File: src/design/gpd_pkg.sv
// ----------------------------------------------------------------------------
// gpd_pkg
// Shared types and constants for the gyro pointer delta block.
// ----------------------------------------------------------------------------
package gpd_pkg;

  // Samples taken for the bias estimate after reset
  localparam int CAL_SAMPLES = 40;
  localparam int CAL_W       = $clog2(CAL_SAMPLES + 1);

  // Field and state widths
  localparam int RATE_W     = 16;
  localparam int SUM_W      = 22;
  localparam int BIAS_W     = 24;
  localparam int GAIN_W     = 16;
  localparam int DZONE_W    = 15;
  localparam int MAXD_W     = 7;
  localparam int MOVE_W     = 8;
  localparam int FRAC_W     = 8;
  localparam int OUT_FRAC_W = 16;

  // Scaling datapath: Q.8 difference times unsigned Q8.8 gain
  localparam int DIFF_W = BIAS_W + 1;
  localparam int PROD_W = DIFF_W + GAIN_W + 1;

  // Bias division by CAL_SAMPLES through a reciprocal multiply
  localparam int DIV_IN_W  = SUM_W + FRAC_W;
  localparam int DIV_SHIFT = 32;
  localparam int RECIP_W   = DIV_SHIFT + 1;
  localparam int DIV_PW    = DIV_IN_W + RECIP_W;
  localparam int FIX_W     = DIV_IN_W + CAL_W;
  localparam logic [RECIP_W-1:0] DIV_RECIP =
    RECIP_W'((64'd1 << DIV_SHIFT) / CAL_SAMPLES);

  // Configuration port
  localparam int CFG_IDX_W  = 2;
  localparam int CFG_DATA_W = GAIN_W;
  localparam logic [CFG_IDX_W-1:0] CFG_GAIN      = 2'd0;
  localparam logic [CFG_IDX_W-1:0] CFG_DEADZONE  = 2'd1;
  localparam logic [CFG_IDX_W-1:0] CFG_MAX_DELTA = 2'd2;

  localparam logic [GAIN_W-1:0]  GAIN_RST      = GAIN_W'(256);
  localparam logic [DZONE_W-1:0] DEADZONE_RST  = DZONE_W'(128);
  localparam logic [MAXD_W-1:0]  MAX_DELTA_RST = MAXD_W'(127);

  typedef struct packed {
    logic signed [RATE_W-1:0] rate_x;
    logic signed [RATE_W-1:0] rate_y;
    logic                     read_ok;
    logic                     host_connected;
  } gpd_in_t;

  typedef struct packed {
    logic signed [MOVE_W-1:0] move_x;
    logic signed [MOVE_W-1:0] move_y;
  } gpd_out_t;

  // One scaled axis: the delta and whether the pre-truncation value moved
  typedef struct packed {
    logic                     nonzero;
    logic signed [MOVE_W-1:0] move;
  } gpd_axis_t;

  // Calibration status towards the top level
  typedef struct packed {
    logic busy;
    logic calibrating;
  } gpd_cal_stat_t;

endpackage

File: src/design/gpd_calib.sv
// ----------------------------------------------------------------------------
// gpd_calib
// Sums calibration samples per axis and divides by the sample count to give
// Q.8 biases, truncated toward zero.
// ----------------------------------------------------------------------------
module gpd_calib (
  input  logic                               clk_i,
  input  logic                               rst_ni,
  input  logic                               accept_i,
  input  gpd_pkg::gpd_in_t                   item_i,
  output gpd_pkg::gpd_cal_stat_t             stat_o,
  output logic signed [gpd_pkg::BIAS_W-1:0]  bias_x_o,
  output logic signed [gpd_pkg::BIAS_W-1:0]  bias_y_o
);
  import gpd_pkg::*;

  typedef enum logic [1:0] {
    CAL_RUN,
    CAL_DIV,
    CAL_FIX,
    CAL_DONE
  } cal_state_e;

  cal_state_e                cal_state_q;
  logic [CAL_W-1:0]          cal_count_q;
  logic signed [SUM_W-1:0]   sum_q   [2];
  logic signed [SUM_W-1:0]   sum_d   [2];
  logic signed [BIAS_W-1:0]  bias_q  [2];
  logic signed [BIAS_W-1:0]  bias_d  [2];
  logic [DIV_IN_W-1:0]       dividend_q [2];
  logic [DIV_IN_W-1:0]       dividend_d [2];
  logic [DIV_IN_W-1:0]       qest_q  [2];
  logic [DIV_IN_W-1:0]       qest_d  [2];
  logic                      neg_q   [2];
  logic                      neg_d   [2];
  logic signed [RATE_W-1:0]  rate    [2];

  assign rate[0] = item_i.rate_x;
  assign rate[1] = item_i.rate_y;

  always_comb begin
    logic [SUM_W-1:0]  mag;
    logic [DIV_PW-1:0] prod;
    logic [FIX_W-1:0]  rem;
    logic [DIV_IN_W-1:0] quot;
    for (int a = 0; a < 2; a++) begin
      sum_d[a] = sum_q[a] + SUM_W'(rate[a]);

      // Divide stage: estimate from the reciprocal, may be one short
      neg_d[a]      = sum_q[a][SUM_W-1];
      mag           = neg_d[a] ? SUM_W'(-sum_q[a]) : SUM_W'(sum_q[a]);
      dividend_d[a] = {mag, {FRAC_W{1'b0}}};
      prod          = DIV_PW'(dividend_d[a]) * DIV_PW'(DIV_RECIP);
      qest_d[a]     = prod[DIV_SHIFT +: DIV_IN_W];

      // Fix stage: add one where the remainder still covers the divisor
      rem  = FIX_W'(dividend_q[a]) - FIX_W'(qest_q[a]) * FIX_W'(CAL_SAMPLES);
      quot = qest_q[a] + DIV_IN_W'(rem >= FIX_W'(CAL_SAMPLES));
      bias_d[a] = neg_q[a] ? -BIAS_W'(quot) : BIAS_W'(quot);
    end
  end

  always_ff @(posedge clk_i or negedge rst_ni) begin
    if (!rst_ni) begin
      cal_state_q <= CAL_RUN;
      cal_count_q <= '0;
      for (int a = 0; a < 2; a++) begin
        sum_q[a]  <= '0;
        bias_q[a] <= '0;
      end
    end else begin
      case (cal_state_q)
        CAL_RUN: begin
          if (accept_i) begin
            cal_count_q <= cal_count_q + CAL_W'(1);
            if (item_i.read_ok) begin
              sum_q[0] <= sum_d[0];
              sum_q[1] <= sum_d[1];
            end
            if (cal_count_q == CAL_W'(CAL_SAMPLES - 1)) begin
              cal_state_q <= CAL_DIV;
            end
          end
        end
        CAL_DIV: cal_state_q <= CAL_FIX;
        CAL_FIX: begin
          bias_q[0]   <= bias_d[0];
          bias_q[1]   <= bias_d[1];
          cal_state_q <= CAL_DONE;
        end
        CAL_DONE: cal_state_q <= CAL_DONE;
        default:  cal_state_q <= CAL_RUN;
      endcase
    end
  end

  always_ff @(posedge clk_i) begin
    if (cal_state_q == CAL_DIV) begin
      for (int a = 0; a < 2; a++) begin
        dividend_q[a] <= dividend_d[a];
        qest_q[a]     <= qest_d[a];
        neg_q[a]      <= neg_d[a];
      end
    end
  end

  assign stat_o   = '{busy:        (cal_state_q == CAL_DIV) || (cal_state_q == CAL_FIX),
                      calibrating: (cal_state_q == CAL_RUN)};
  assign bias_x_o = bias_q[0];
  assign bias_y_o = bias_q[1];

endmodule

File: src/design/gpd_axis.sv
// ----------------------------------------------------------------------------
// gpd_axis
// Scales one axis: bias removal, gain, deadzone and saturation.
// ----------------------------------------------------------------------------
module gpd_axis (
  input  logic signed [gpd_pkg::RATE_W-1:0] rate_i,
  input  logic signed [gpd_pkg::BIAS_W-1:0] bias_i,
  input  logic [gpd_pkg::GAIN_W-1:0]        gain_i,
  input  logic [gpd_pkg::DZONE_W-1:0]       deadzone_i,
  input  logic [gpd_pkg::MAXD_W-1:0]        max_delta_i,
  output gpd_pkg::gpd_axis_t                axis_o
);
  import gpd_pkg::*;

  logic signed [BIAS_W-1:0] rate_q8;
  logic signed [DIFF_W-1:0] diff;
  logic signed [PROD_W-1:0] prod;
  logic [PROD_W-1:0]        mag;
  logic                     neg;
  logic                     dead;
  logic                     sat;
  logic [MAXD_W-1:0]        val;
  logic signed [MOVE_W-1:0] move_abs;

  assign rate_q8 = {rate_i, {FRAC_W{1'b0}}};
  assign diff    = DIFF_W'(rate_q8) - DIFF_W'(bias_i);
  assign prod    = PROD_W'(diff) * PROD_W'($signed({1'b0, gain_i}));
  assign neg     = prod[PROD_W-1];
  assign mag     = neg ? PROD_W'(-prod) : PROD_W'(prod);

  assign dead = mag < PROD_W'({deadzone_i, {FRAC_W{1'b0}}});
  assign sat  = mag > PROD_W'({max_delta_i, {OUT_FRAC_W{1'b0}}});

  // Below the limit the integer part fits the limit's width
  assign val      = sat ? max_delta_i : mag[OUT_FRAC_W +: MAXD_W];
  assign move_abs = $signed({1'b0, val});

  assign axis_o = '{nonzero: !dead && (mag != '0),
                    move:    dead ? '0 : (neg ? -move_abs : move_abs)};

endmodule

File: src/design/gyro_pointer_delta.sv
// ----------------------------------------------------------------------------
// gyro_pointer_delta
// Turns gyro rate samples into pointer moves after a bias calibration.
// ----------------------------------------------------------------------------
//  channel | direction | handshake               | payload
//  --------+-----------+-------------------------+-----------------------
//  in      | sink      | in_valid_i / in_stall_o | gpd_in_t  (rates, flags)
//  out     | source    | out_valid_o/out_stall_i | gpd_out_t (move_x/y)
//  cfg     | sink      | cfg_we_i                | gain, deadzone, max_delta
//
// One item a cycle unless the output or bias divide stalls: an item is
// registered, scaled in one pass through two multipliers and registered
// again in the result register. After the last calibration item the input
// stalls through the divide and fix states while the bias divide finishes.
// Reset restores the register defaults and restarts calibration. A stalled
// result holds while one more item waits in the input register.
// ----------------------------------------------------------------------------
module gyro_pointer_delta (
  input  logic                                 clk_i,
  input  logic                                 rst_ni,
  input  logic                                 cfg_we_i,
  input  logic [gpd_pkg::CFG_IDX_W-1:0]        cfg_idx_i,
  input  logic [gpd_pkg::CFG_DATA_W-1:0]       cfg_wdata_i,
  input  logic                                 in_valid_i,
  output logic                                 in_stall_o,
  input  gpd_pkg::gpd_in_t                     in_data_i,
  output logic                                 out_valid_o,
  input  logic                                 out_stall_i,
  output gpd_pkg::gpd_out_t                    out_data_o
);
  import gpd_pkg::*;

  logic [GAIN_W-1:0]        gain_q;
  logic [DZONE_W-1:0]       deadzone_q;
  logic [MAXD_W-1:0]        max_delta_q;
  gpd_cal_stat_t            cal_stat;
  logic signed [BIAS_W-1:0] bias_x;
  logic signed [BIAS_W-1:0] bias_y;
  logic                     in_accept;
  logic                     advance;
  logic                     pipe_en;
  logic                     pipe_valid_q;
  logic                     pipe_valid_d;
  gpd_in_t                  pipe_q;
  logic                     out_valid_q;
  gpd_out_t                 out_q;
  gpd_axis_t                axis_x;
  gpd_axis_t                axis_y;

  always_ff @(posedge clk_i or negedge rst_ni) begin
    if (!rst_ni) begin
      gain_q      <= GAIN_RST;
      deadzone_q  <= DEADZONE_RST;
      max_delta_q <= MAX_DELTA_RST;
    end else if (cfg_we_i) begin
      case (cfg_idx_i)
        CFG_GAIN:      gain_q      <= cfg_wdata_i[GAIN_W-1:0];
        CFG_DEADZONE:  deadzone_q  <= cfg_wdata_i[DZONE_W-1:0];
        CFG_MAX_DELTA: max_delta_q <= cfg_wdata_i[MAXD_W-1:0];
        default: ;
      endcase
    end
  end

  // Result register frees up when empty or taken this cycle
  assign advance    = !out_valid_q || !out_stall_i;
  assign pipe_en    = !pipe_valid_q || advance;
  assign in_stall_o = cal_stat.busy || !pipe_en;
  assign in_accept  = in_valid_i && !in_stall_o;

  gpd_calib u_calib (
    .clk_i    (clk_i),
    .rst_ni   (rst_ni),
    .accept_i (in_accept),
    .item_i   (in_data_i),
    .stat_o   (cal_stat),
    .bias_x_o (bias_x),
    .bias_y_o (bias_y)
  );

  // Drop calibration items and ticks with a failed read or no host
  assign pipe_valid_d = in_accept && !cal_stat.calibrating &&
                        in_data_i.read_ok && in_data_i.host_connected;

  always_ff @(posedge clk_i or negedge rst_ni) begin
    if (!rst_ni) begin
      pipe_valid_q <= 1'b0;
      out_valid_q  <= 1'b0;
    end else begin
      if (pipe_en) begin
        pipe_valid_q <= pipe_valid_d;
      end
      if (advance) begin
        out_valid_q <= pipe_valid_q && (axis_x.nonzero || axis_y.nonzero);
      end
    end
  end

  always_ff @(posedge clk_i) begin
    if (pipe_en) begin
      pipe_q <= in_data_i;
    end
    if (advance) begin
      out_q.move_x <= axis_x.move;
      out_q.move_y <= axis_y.move;
    end
  end

  // Horizontal motion follows the y rate, vertical the x rate
  gpd_axis u_axis_x (
    .rate_i      (pipe_q.rate_y),
    .bias_i      (bias_y),
    .gain_i      (gain_q),
    .deadzone_i  (deadzone_q),
    .max_delta_i (max_delta_q),
    .axis_o      (axis_x)
  );

  gpd_axis u_axis_y (
    .rate_i      (pipe_q.rate_x),
    .bias_i      (bias_x),
    .gain_i      (gain_q),
    .deadzone_i  (deadzone_q),
    .max_delta_i (max_delta_q),
    .axis_o      (axis_y)
  );

  assign out_valid_o = out_valid_q;
  assign out_data_o  = out_q;

endmodule
File: config.mk
export PLATFORM = sky130hd
export DESIGN_NAME = gyro_pointer_delta
export DESIGN_NICKNAME = d
export VERILOG_FILES = /design/src/design/gpd_pkg.sv /design/src/design/gpd_calib.sv /design/src/design/gpd_axis.sv /design/src/design/gyro_pointer_delta.sv
export SDC_FILE = /design/constraint.sdc
export NUM_CORES = 2
export LEC_CHECK = 0
export BUFFER_PORTS_ARGS = -buffer_cell sky130_fd_sc_hd__buf_2
export CELL_PAD_IN_SITES_DETAIL_PLACEMENT = 0
export CELL_PAD_IN_SITES_GLOBAL_PLACEMENT = 1
export CORE_MARGIN = 4
export CORE_UTILIZATION = 50
export DETAILED_ROUTE_END_ITERATION = 8
export PLACE_DENSITY_LB_ADDON = 0.1
export RECOVER_POWER = 25
export SLEW_MARGIN = 20
export SYNTH_ARGS = -nofsm -noshare
export SYNTH_HDL_FRONTEND = slang
export SYNTH_SLANG_ARGS = --single-unit
File: constraint.sdc
create_clock -name clk_i -period 20 [get_ports clk_i]
set_input_delay 4 -clock clk_i [delete_from_list [all_inputs] [get_ports clk_i]]
set_output_delay 4 -clock clk_i [all_outputs]
set_load 0.05 [all_outputs]
## Word level (Yosys, flattened, before mapping)

Memories as Yosys holds them, arrays and structs flattened.
Cells that the tools add are included.

| word-level totals | value |
|---|---|
| bits in read-only memories | 0 |
| memory bits (writable) | 96 |
| memories kept | 3 |
| latch bits | 0 |
| input port bits | 57 |
| flip-flop bits (word level) | 188 |
| logic and storage cells | 107 |
| output and inout bits | 18 |

| operators by class | value |
|---|---|
| eq/ne operators | 8 |
| reduce and logical (&&, ||, !) cells | 33 |
| shift-type cells | 0 |
| $lt $le $gt $ge | 6 |
| bitwise operators | 2 |
| div/mod/pow operators | 0 |
| multiply operators | 6 |
| muxes and demuxes | 15 |
| $add $sub $neg | 17 |

Memories:

| name | depth | bits a word | rd ports | clocked after memory_dff | wr ports | line | text |
|---|---|---|---|---|---|---|---|
| u_calib.qest_q | 2 | 25 | 2 | 0 | 2 | gpd_calib.sv:32 | `logic [DIV_IN_W-1:0] qest_q [2];` |
| u_calib.dividend_q | 2 | 22 | 2 | 0 | 2 | gpd_calib.sv:30 | `logic [DIV_IN_W-1:0] dividend_q [2];` |
| u_calib.neg_q | 2 | 1 | 2 | 0 | 2 | gpd_calib.sv:34 | `logic neg_q [2];` |

Operators with widths:

| operator | count |
|---|---|
| $mul 22x26->48 const B | 2 |
| $gt 42x23->1 | 2 |
| $lt 42x23->1 | 2 |
| $mul 25x17->42 | 2 |
| $mux 42 | 2 |
| $neg 42->42 | 2 |
| $reduce_bool 42->1 | 2 |
| $ge 36x6->1 const B | 2 |
| $sub 30x36->36 | 2 |
| $mul 30x3->33 const B | 2 |
| $sub 24x24->25 | 2 |
| $add 24x1->24 | 2 |
| $mux 24 | 2 |
| $neg 24->24 | 2 |
| $add 22x16->22 | 2 |
| $mux 22 | 2 |
| $neg 22->22 | 2 |
| $mux 7 | 4 |
| $neg 7->8 | 2 |
| $reduce_and 2->1 | 5 |
| $logic_not 1->1 | 8 |
| $logic_and 1x1->1 | 7 |
| $add 6x1->6 const B | 1 |
| $eq 2x2->1 const B | 3 |
| 11 further kinds | 23 |

## Longest topological paths before layout

| depth | value |
|---|---|
| depth in word-level cells | 10 |
| depth in mapped cells | 60 |
| depth with buffers taken out | 57 |

## Hierarchy

Synthesis repeated with hierarchy kept, for this count alone.

| unflattened totals | value |
|---|---|
| cell total of the unflattened synthesis | 7736 |
| area, all modules | 69138.8 um^2 |

By module, submodules not included:

| module | times used | cells an instance | sequential area each (um^2) | area an instance (um^2) |
|---|---|---|---|---|
| gpd_calib | 1 | 3057 | 5385.2 | 28902.7 |
| gpd_axis (u_axis_y) | 1 | 2295 | 0.0 | 18630.4 |
| gpd_axis (u_axis_x) | 1 | 2245 | 0.0 | 18617.9 |
| gyro_pointer_delta | 1 | 139 | 2453.6 | 2987.9 |

## Worst setup path before layout

OpenSTA, ideal clock, no wires.

| path | value |
|---|---|
| kind | reg2reg |
| from | reg u_calib.bias_q, in the netlist u_calib.bias_y_o[0] |
| to | reg out_q, in the netlist out_data_o[14], data pin |
| setup time | 272 ps |
| cell stages (with the launch flop) | 56 |
| buffers on the path | 5 |
| clock period less this slack | 12742 ps |
| slack | 7258 ps |
| required time | 19728 ps |
| arrival | 12470 ps |
| cells stage by stage | dfrtp_1 -> clkbuf_1 -> inv_1 -> ha_1 -> a31oi_1 -> nor2_1 -> o21a_1 -> o21a_1 -> o21a_1 -> o21a_1 -> o21a_1 -> o21a_1 -> o21a_1 -> o21a_1 -> o21ai_0 -> a21oi_1 -> a41oi_1 -> clkbuf_1 -> (+20 left out) -> a21oi_1 -> nor2_1 -> clkbuf_1 -> clkbuf_1 -> o31ai_1 -> xnor2_1 -> ha_1 -> nand3_1 -> or2_2 -> o21ba_2 -> nor3_2 -> mux2i_1 -> ha_1 -> nand2_1 -> or3_1 -> or4_4 -> a311oi_2 -> nor3b_2 |

| between the ends | value |
|---|---|
| longest elaborated chain between the ends | 8 |
| elaborated cells on any way between the ends | 9 |
| those cells by class | add/sub: 3; mul: 1; order compare: 2; mux: 3 |

RTL lines:

| what | line | text |
|---|---|---|
| start: declaration | gpd_calib.sv:28 | `logic signed [BIAS_W-1:0] bias_q [2];` |
| $sub 24x24->25 (*) | gpd_axis.sv:26 | `assign diff = DIFF_W'(rate_q8) - DIFF_W'(bias_i);` |
| $mul 25x17->42 (*) | gpd_axis.sv:27 | `assign prod = PROD_W'(diff) * PROD_W'($signed({1'b0, gain_i}));` |
| $neg 42->42 | gpd_axis.sv:29 | `assign mag = neg ? PROD_W'(-prod) : PROD_W'(prod);` |
| $mux 42 | gpd_axis.sv:29 |  |
| $gt 42x23->1 | gpd_axis.sv:32 | `assign sat = mag > PROD_W'({max_delta_i, {OUT_FRAC_W{1'b0}}});` |
| $mux 7 | gpd_axis.sv:35 | `assign val = sat ? max_delta_i : mag[OUT_FRAC_W +: MAXD_W];` |
| $neg 7->8 | gpd_axis.sv:39 | `move: dead ? '0 : (neg ? -move_abs : move_abs)};` |
| $mux 7 | gpd_axis.sv:39 |  |
| end: declaration | gyro_pointer_delta.sv:46 | `gpd_out_t out_q;` |

Every way passes the cells marked *; elsewhere a longest branch is shown, timed or not.
A chain may end at the register's enable or synchronous reset.

## Final worst setup path

Same ends and word-level chain as after synthesis.

==> results.md <==
- Synth Instances: 7362
- Final ANT Viol Nets: 0
- RD Place Congestion: 0.922
- First-pass GRT wire length: 281000 um
- CTS Hold Bufs: 0
- Top Metal Used: met4
- Slowest stage cell, crit path: dfrtp_1
- Area share of the largest cell type after synthesis: 0.305
- Post-CTS Setup Inserts: 0
- CTS clk-pin slew, worst paths: 0.06 ns
- Initial antenna violation count: 2
- Met3 Wirelength: 7450 um
- Flop2flop setup slack: 5.53 ns
- TritonCTS clock tree: yes
- I/O Pins: 75
- Critical Path Sink: out_data_o[14]$_SDFFCE_PP0P_
- DR WL met2: 81800 um
- Layout Nets: 9212
- RSZ-0062 raised after global routing: no
- Final wirelength: 172000 um
- GRT Resource Usage Total: 0.257
- Synth async-reset ratio: 0.493
- Initial drt markers: 2568
- Crit end category: register
- Yosys top cell by area: fa_1
- Root Driver: clkbuf_16
- Detailed-placement wirelength estimate: 142000 um
- Area growth from synthesis to layout: 5.52%
- Synth unique cells: 90
- Post-CTS Resized: 0
- Hold Path Class: register to register
- Core ar.: 130000 um2
- TritonCTS Sinks: 284
- Violated checks: capacitance limit, slew limit
- Wire length on met1: 79800 um
- Number of global-route vias before repair: 51.1k
- Htree depth: 2
- Req. time, crit path: 20.28 ns
- CTS Buffer Depth: 3
- Clk_lat worst skew: 0.59 ns
- IO Port Bufs: 74
- WP buf/inv: 7
- Worst Setup SP: u_calib.bias_y_o[0]$_DFFE_PN0N_
- Period Utilization, post-route: 0.723
- DR vias: 49.1k
- CP Class: register to register
- Die Y: 371 um
- Max-slew violation count: 100
- Die area: 137000 um2
- Cell count of the worst reg-to-reg path: 52
- Critical path's most frequent cell: o21a_1
- Sequential-to-total area share from yosys stat: 0.119
- Initial Util: 0.506
- Cell with the most instances after synthesis: inv_1
- Ys Warns: 0
- Worst r2r src: u_calib.bias_y_o[0]$_DFFE_PN0N_
- Setup crit start kind: register
- Clock skew: 0.0365 ns
- Post-synth EDFFs: 144
- Tmin final: 14.47 ns
- Final Hold Violating Endpoints: 0
- Ys flop type: edfxtp_1
- First-pass iteration count of the detailed router: 5
- Overflow after GRT: 0
- Cell family with most CP delay: compound AO/OA/AOI/OAI gates
- Drt wl/cell: 18.9 um
- Number of max-cap violations: 2
- Worst reg2reg path endpoint: out_data_o[14]$_SDFFCE_PP0P_
- Fmax: 69.1 MHz
- Worst EP arrival: 14.75 ns
- CP peak stage delay: 0.83 ns
- Crit-path max FO: 20
- Rows: 132
- Setup TNS: 0 ns
- Syn avg cell area: 8.94 um2
- Num CTS Buffers: 37
- Slew headroom: -0.790
- Largest net degree at the start of global routing: 87
- Routed vias/inst: 5.39
- Synthesized area: 65800 um2
- Status: complete, but fails checks
- Top cells by count, synth: inv_1 (1501), fa_1 (1004), ha_1 (812), nand2_1 (730), and2_1 (390)
- # DRC: 0
- WP depth: 52
- Mapped Nets: 9235
- Worst-margin pin slew: 2.68 ns
- Die width: 371 um
- Final setup violation count: 0
- #FFs+latches synth: 284
- Layout cells sized above 1: 0.0464
- Synth area leaders: fa_1 (31%), ha_1 (15%), inv_1 (8.6%), edfxtp_1 (6.6%), dfrtp_1 (5.0%)
[layout make-up]
| class | instances | area, um2 |
|---|---|---|
| timing repair buffer | 147 | 897 |
| sequential | 284 | 7850 |
| inverter | 1501 | 5630 |
| clock inverter | 15 | 205 |
| multi-input combinational | 5368 | 51600 |
| antenna | 2 | 5.00 |
| fill | 12485 | 60700 |
| tap | 1742 | 2180 |
| clock buffer | 53 | 1040 |
[worst min-delay path by stage]
stage / from / to / slack (ns) / depth (start not counted)
after floorplan: u_calib.cal_count_q[5]$_DFFE_PN0P_ / u_calib.cal_count_q[5]$_DFFE_PN0P_ / 0.44 / 1
after global placement: u_calib.cal_count_q[5]$_DFFE_PN0P_ / u_calib.cal_count_q[5]$_DFFE_PN0P_ / 0.46 / 1
after detailed placement: u_calib.cal_count_q[5]$_DFFE_PN0P_ / u_calib.cal_count_q[5]$_DFFE_PN0P_ / 0.46 / 1
after CTS: u_calib.cal_count_q[5]$_DFFE_PN0P_ / u_calib.cal_count_q[5]$_DFFE_PN0P_ / 0.48 / 1
after global routing: u_calib.cal_count_q[5]$_DFFE_PN0P_ / u_calib.cal_count_q[5]$_DFFE_PN0P_ / 0.51 / 1
final: u_calib.cal_count_q[5]$_DFFE_PN0P_ / u_calib.cal_count_q[5]$_DFFE_PN0P_ / 0.48 / 1
[cell families after synthesis]
kind of cell,Yosys count,share of synthesized area
AOI/OAI and AO/OA,1060,0.104
muxes,78,0.0129
and+or+nand+nor,1981,0.149
xor gates and xnor gates,433,0.0576
buffers and inverters,1710,0.0977
adders and majority gates,1816,0.460
DFF,284,0.119
[cells in the final DEF, fill, tap and decap left out, types with 144 or more instances in the layout]
cell type / instances
nand2_1: 730
xnor2_1: 271
ha_1: 811
fa_1: 1004
a21oi_1: 253
xor2_1: 153
nor2_1: 272
inv_1: 1501
and2_1: 390
edfxtp_1: 144
o21ai_0: 266
[routing by layer]
| layer | vias up | global-route usage |
|---|---|---|
| met5 | - | 0 |
| met1 | 24455 | 0.362 |
| li1 | 23603 | - |
| met4 | 0 | 0.0480 |
| met3 | 150 | 0.0267 |
| met2 | 893 | 0.434 |
[registers in the layout, summed over array words and instances (netlist names), 15 cells and up]
name / flops
u_calib.sum_q: 42
u_calib.dividend_q: 44
pipe_q: 32
u_calib.qest_q: 50
u_calib.bias_x_o: 24
gain_q: 16
out_data_o: 16
deadzone_q: 15
u_calib.bias_y_o: 24
[stage by stage]
step	instances	hold WS (ns)	area [um2]	worst slack, ns	utilization
finish	9112	0.475	69400	5.53	0.533
global route	9110	0.511	69400	4.23	0.533
CTS	9110	0.475	69500	5.46	0.534
detailed placement	9042	0.462	68200	5.53	0.524
global placement	9042	0.461	68200	5.77	0.524
floorplan	7362	0.441	65800	7.26	-
Power is left out: the tool's default activity adds up to more than one toggle a clock period on the data nets, which glitch-free logic cannot reach.
